[src/sv/cbt_pkg.sv]
// Package for the cubic Bezier tessellator: shared types and constants.
// Used by cbt_ctrl, cbt_dp and cubic_bezier_tessellator; depends on nothing.
package cbt_pkg;

    localparam int CoordW = 32;
    localparam int StepW  = 5;
    localparam int UW     = 17;   // u in Q1.16, 0..65536
    localparam int WW     = 18;   // rounded weight, 0..65536 plus headroom

    localparam logic [StepW-1:0] StepReset = 5'd20;
    localparam logic [StepW-1:0] StepMax   = 5'd30;

    typedef enum logic [1:0] {
        ADDR_STEP   = 2'd0,
        ADDR_CLOSED = 2'd1
    } t_reg_addr;

    typedef enum logic [2:0] {
        ST_IDLE,
        ST_SEG,
        ST_WRAP,
        ST_FIRST,
        ST_WAIT
    } t_state;

    typedef struct packed {
        logic       load;      // capture input handle
        logic       seg_a_cur; // segment start is the current handle, else previous
        logic       seg_b_first; // loaded handle is the first of a curve and is kept for the wrap
        logic       issue;     // push sample t into the datapath
        logic       issue_pt;  // push the first anchor point as a vertex
        logic       issue_last;
        logic [StepW-1:0] t;
    } t_dp_cmd;

    typedef struct packed {
        logic busy;   // samples still in flight or waiting at the output
        logic space;  // pipeline may take a new sample
    } t_dp_sts;

endpackage

[src/sv/cbt_ctrl.sv]
// Controller state machine: sequences sample issue per segment and wrap.
// Depends on cbt_pkg; commands cbt_dp.
module cbt_ctrl import cbt_pkg::*; (
    input  logic             i_clk,
    input  logic             i_rst_n,
    input  logic             i_in_valid,
    input  logic             i_last,
    input  logic             i_closed,
    input  logic [StepW-1:0] i_n,
    input  t_dp_sts          i_sts,
    output logic             o_in_ready,
    output t_dp_cmd          o_cmd
);
    t_state r_st, n_st;
    logic [StepW-1:0] r_t, n_t;
    logic r_have, n_have, r_last, n_last, r_cl, n_cl;

    always_ff @(posedge i_clk) begin
        if (!i_rst_n) begin
            r_st <= ST_IDLE; r_t <= '0; r_have <= 1'b0;
            r_last <= 1'b0; r_cl <= 1'b0;
        end else begin
            r_st <= n_st; r_t <= n_t; r_have <= n_have;
            r_last <= n_last; r_cl <= n_cl;
        end
    end

    always_comb begin
        n_st = r_st; n_t = r_t; n_have = r_have; n_last = r_last; n_cl = r_cl;
        case (r_st)
            ST_IDLE: begin
                if (i_in_valid) begin
                    n_t = '0; n_last = i_last; n_cl = i_closed;
                    n_have = !i_last;
                    if (r_have) n_st = ST_SEG;
                    else if (i_last && i_closed) n_st = ST_WRAP;
                end
            end
            ST_SEG: if (i_sts.space) begin
                if (r_t == i_n) begin
                    n_t = '0;
                    n_st = (r_last && r_cl) ? ST_WRAP : ST_WAIT;
                end else n_t = r_t + 1'b1;
            end
            ST_WRAP: if (i_sts.space) begin
                if (r_t == i_n) n_st = ST_FIRST;
                else n_t = r_t + 1'b1;
            end
            ST_FIRST: if (i_sts.space) n_st = ST_WAIT;
            ST_WAIT: if (!i_sts.busy) n_st = ST_IDLE;
            default: n_st = ST_IDLE;
        endcase
    end

    always_comb begin
        o_in_ready = (r_st == ST_IDLE) && !i_sts.busy;
        o_cmd = '0;
        o_cmd.t = r_t;
        case (r_st)
            ST_IDLE: begin
                o_cmd.load = i_in_valid && !i_sts.busy;
                o_cmd.seg_b_first = !r_have;
            end
            ST_SEG: begin
                o_cmd.issue = i_sts.space;
                o_cmd.issue_last = (r_t == i_n) && !(r_last && r_cl);
            end
            ST_WRAP: begin
                o_cmd.issue = i_sts.space;
                o_cmd.seg_a_cur = 1'b1;
            end
            ST_FIRST: begin
                o_cmd.issue_pt = i_sts.space;
                o_cmd.issue_last = 1'b1;
            end
            default: ;
        endcase
    end
endmodule

[config.mk]
export PLATFORM = sky130hd
export DESIGN_NAME = cbt_ctrl
export DESIGN_NICKNAME = d
export VERILOG_FILES = /design/src/sv/cbt_pkg.sv /design/src/sv/cbt_ctrl.sv
export SDC_FILE = /design/constraint.sdc
export NUM_CORES = 1
export LEC_CHECK = 0
export BUFFER_PORTS_ARGS = -buffer_cell sky130_fd_sc_hd__clkbuf_2
export CAP_MARGIN = 20
export CORE_MARGIN = 2
export CORE_UTILIZATION = 30
export CTS_CLUSTER_SIZE = 25
export DETAILED_ROUTE_END_ITERATION = 10
export GPL_TIMING_DRIVEN = 1
export PLACE_DENSITY_LB_ADDON = 0.25
export SLEW_MARGIN = 0
export SYNTH_ARGS = -nofsm -noshare
export SYNTH_HDL_FRONTEND = slang
export SYNTH_SLANG_ARGS = --single-unit
[constraint.sdc]
create_clock -name i_clk -period 2.8 [get_ports i_clk]
set_clock_uncertainty 0.15 [all_clocks]
set_input_delay 0.28 -clock i_clk [delete_from_list [all_inputs] [get_ports i_clk]]
set_output_delay 0.28 -clock i_clk [all_outputs]
set_load 0.02 [all_outputs]
==> impl_metrics.toml <==
[yosys]
synth_top_family_by_area = "simple AND/OR/NAND/NOR gates"
seq_area_frac_synth_pct = 30.14
netlist_instances = 93
mappedNetlistNets = 106
synth-warning-count = 0
yosys_register_bits = 11
synth_simple_gate_area_share_pct = 30.82
yosysUniqueCellTypes = 31
synth_xor_area_share_pct = 7.192
synth_fa_ha_area_share_pct = 1.712
netlist_area_um2 = 730.7
syn_avg_cell_area_um2 = 7.857
synth-compound-area-share_pct = 16.78
synthMuxAreaShare_pct = 9.589

[power]
pwr-share-seq_pct = 35.0
powerDensity_mw_per_mm2 = 785.9
power_frac_clock_pct = 15.2
p_int_uw = 390.2
peakVddDrop_mv = 0.4026
p_sw_share_pct = 44.04
p_comb_share_pct = 49.7
leakagePower_uw = 0.0003534
p_switching_uw = 307.0

[clock_network]
cts_setup_buffers = 0
cts_max_level = 1
cts_root_buffer = "clkbuf_4"
cts.clk_slew.worst_paths_ns = 0.07
ctsResizeCount = 0
tritoncts = "yes"
ctsHoldBuffers = 0
clock-sinks = 11
numCtsBuffers = 3
clock_path_buffers = 2
clock_latency_ns = 0.26

[sta]
rsz0062_at_grt = "no"
min_period_ns = 2.140
finalHoldViolCount = 0
slew_violations = 0
worst_pin_slew_ns = 0.7699
min_period_over_period_pct = 76.43
slew_headroom_pct = 48.00
final.setup.tns_ns = 0
setup_violations = 0
fmax_mhz = 467.3

[die]
fp.dieArea_mm2 = 0.002846
core.rowCount = 17
die_height_um = 53.35
start_util_pct = 32.41
ioPinCount = 24
core_area_mm2 = 0.002255
dieWidth_um = 53.35

[critical_path]
critPathRequiredTime_ns = 2.84
crit_type = "reg -> reg"
end_kind = "flop"
arrival_ns = 2.18
start_kind = "flop"
critical_path.max_fanout = 15
reg2reg_depth = 5

[global_route]
grt-ovfl-total = 0
grt_antenna_before_repair = 0
grt_max_degree = 16
grt_pass1_wl_mm = 2.884
grtUsageTotal_pct = 13.83
first_global_vias = 668

[routing]
via_count = 722
via_per_inst = 5.049
drc = 0
drt_iter0_drc = 10
ant_nets = 0
drt-total-wl_mm = 1.707
first_pass_iters = 4
wl_per_cell_um = 11.94

[worst_hold_path]
worstHoldPathType = "in -> reg"
hold_path_depth = 3

[finish]
final_util_pct = 39.35
final_cell_mix = "clkbuf_2, dfxtp_1, nand2_1, nor2_1, mux2i_1"
final_nets = 129
layout_commonest_cell = "clkbuf_2"
drive_gt1_share_pct = 22.61
area_growth_syn_to_layout_pct = 21.40
antennaDiodeCount = 0

[place]
port_buffers = 23
gp_congestion = 0.7752
dp_hpwl_mm = 1.333

[outcome]
status = "finished clean"

[flow_run]
drv_cap = 0
cell usage after synthesis:
cell type,count,area share [%]
or3_1,1,0.86
a221oi_1,1,1.2
nand3_1,6,4.1
nand2b_1,1,0.86
and2_1,3,2.6
or2_0,1,0.86
nand2_1,8,4.1
o31ai_1,3,3.1
o41ai_1,1,1.2
nor4_1,2,1.7
a21oi_1,5,3.4
xnor2_1,6,7.2
ha_1,1,1.7
or4_1,3,3.1
o21a_1,2,2.1
nand3b_1,3,3.1
and3_1,1,0.86
o21ai_0,4,2.7
clkbuf_2,1,0.68
o211ai_1,1,1.0
nand4_1,1,0.86
clkbuf_1,3,1.5
inv_1,2,1.0
nor2b_1,2,1.7
mux2i_1,7,9.6
a211oi_1,1,1.0
dfxtp_1,11,30
a21boi_1,1,1.0
buf_1,1,0.51
nor3b_1,2,2.1
nor2_1,8,4.1
flip-flops by register name, summed over array words and instances (netlist names):
signal / count
r_last: 1
r_cl: 1
r_t: 5
r_st: 3
r_have: 1
kinds of logic (layout without fill, tap and decap cells):
family          after synthesis  after routing
simple gates                 42             42
flops                        11             11
buf+inv                       7             29
mux                           7              7
fa+ha+maj                     1              1
xor+xnor                      6              6
compound gates               19             19
power groups by stage:
stage	sequential (uW)	clock [uW]	combinational [uW]
after floorplan	220	0	289
after global routing	253	121	389
final	244	106	347
after detailed placement	247	0	347
after global placement	244	0	347
after CTS	243	112	348
cell type report:
class,count,area (um2)
Inverter,2,7.507
Timing Repair Buffer,23,115.1
Fill cell,252,1368
Tap cell,28,35.03
Clock buffer,4,26.28
Multi-Input combinational cell,75,483.0
Sequential cell,11,220.2
routing by layer:
| metal | share of wire [%] | track usage (%) |
|---|---|---|
| met5 | 0 | 0 |
| met2 | 43 | 20.37 |
| met1 | 50 | 18.44 |
| met3 | 6.0 | 3.672 |
| met4 | 0.82 | 6.410 |
path summary, 6_finish.rpt:
check,startpoint,end,slack [ns]
max,r_st[1]$_SDFFE_PN0P_,r_t[4]$_SDFFE_PN0P_,0.66
max reg2reg,r_st[1]$_SDFFE_PN0P_,r_t[4]$_SDFFE_PN0P_,0.66
min reg2reg,r_t[4]$_SDFFE_PN0P_,r_t[4]$_SDFFE_PN0P_,0.36
min,i_closed,r_cl$_SDFFE_PN0P_,0.14
metrics by stage:
| stage | worst slack [ns] | total power (uW) | hold slack [ns] | cell area (um2) | std cells |
|---|---|---|---|---|---|
| 6_report | 0.6599 | 697.2 | 0.1412 | 887.1 | 143 |
| 3_5_place_dp | 0.7203 | 593.4 | 0.3519 | 860.8 | 139 |
| 4_1_cts | 0.6901 | 703.0 | 0.1329 | 887.1 | 143 |
| 5_1_grt | 0.4775 | 763.8 | 0.1474 | 887.1 | 143 |
| 3_3_place_gp | 0.7393 | 591.3 | 0.3443 | 860.8 | 139 |
| 2_1_floorplan | 0.7102 | 509.0 | 0.2962 | 730.7 | 93 |
worst max-delay path: stages, from the launching register on:
cell and delay, ns:
dfxtp_1 0.62, mux2i_1 0.14, o21a_1 0.20, or2_0 0.32, or4_1 0.50, a21oi_1 0.14
Power figures use the tool's default switching activity.
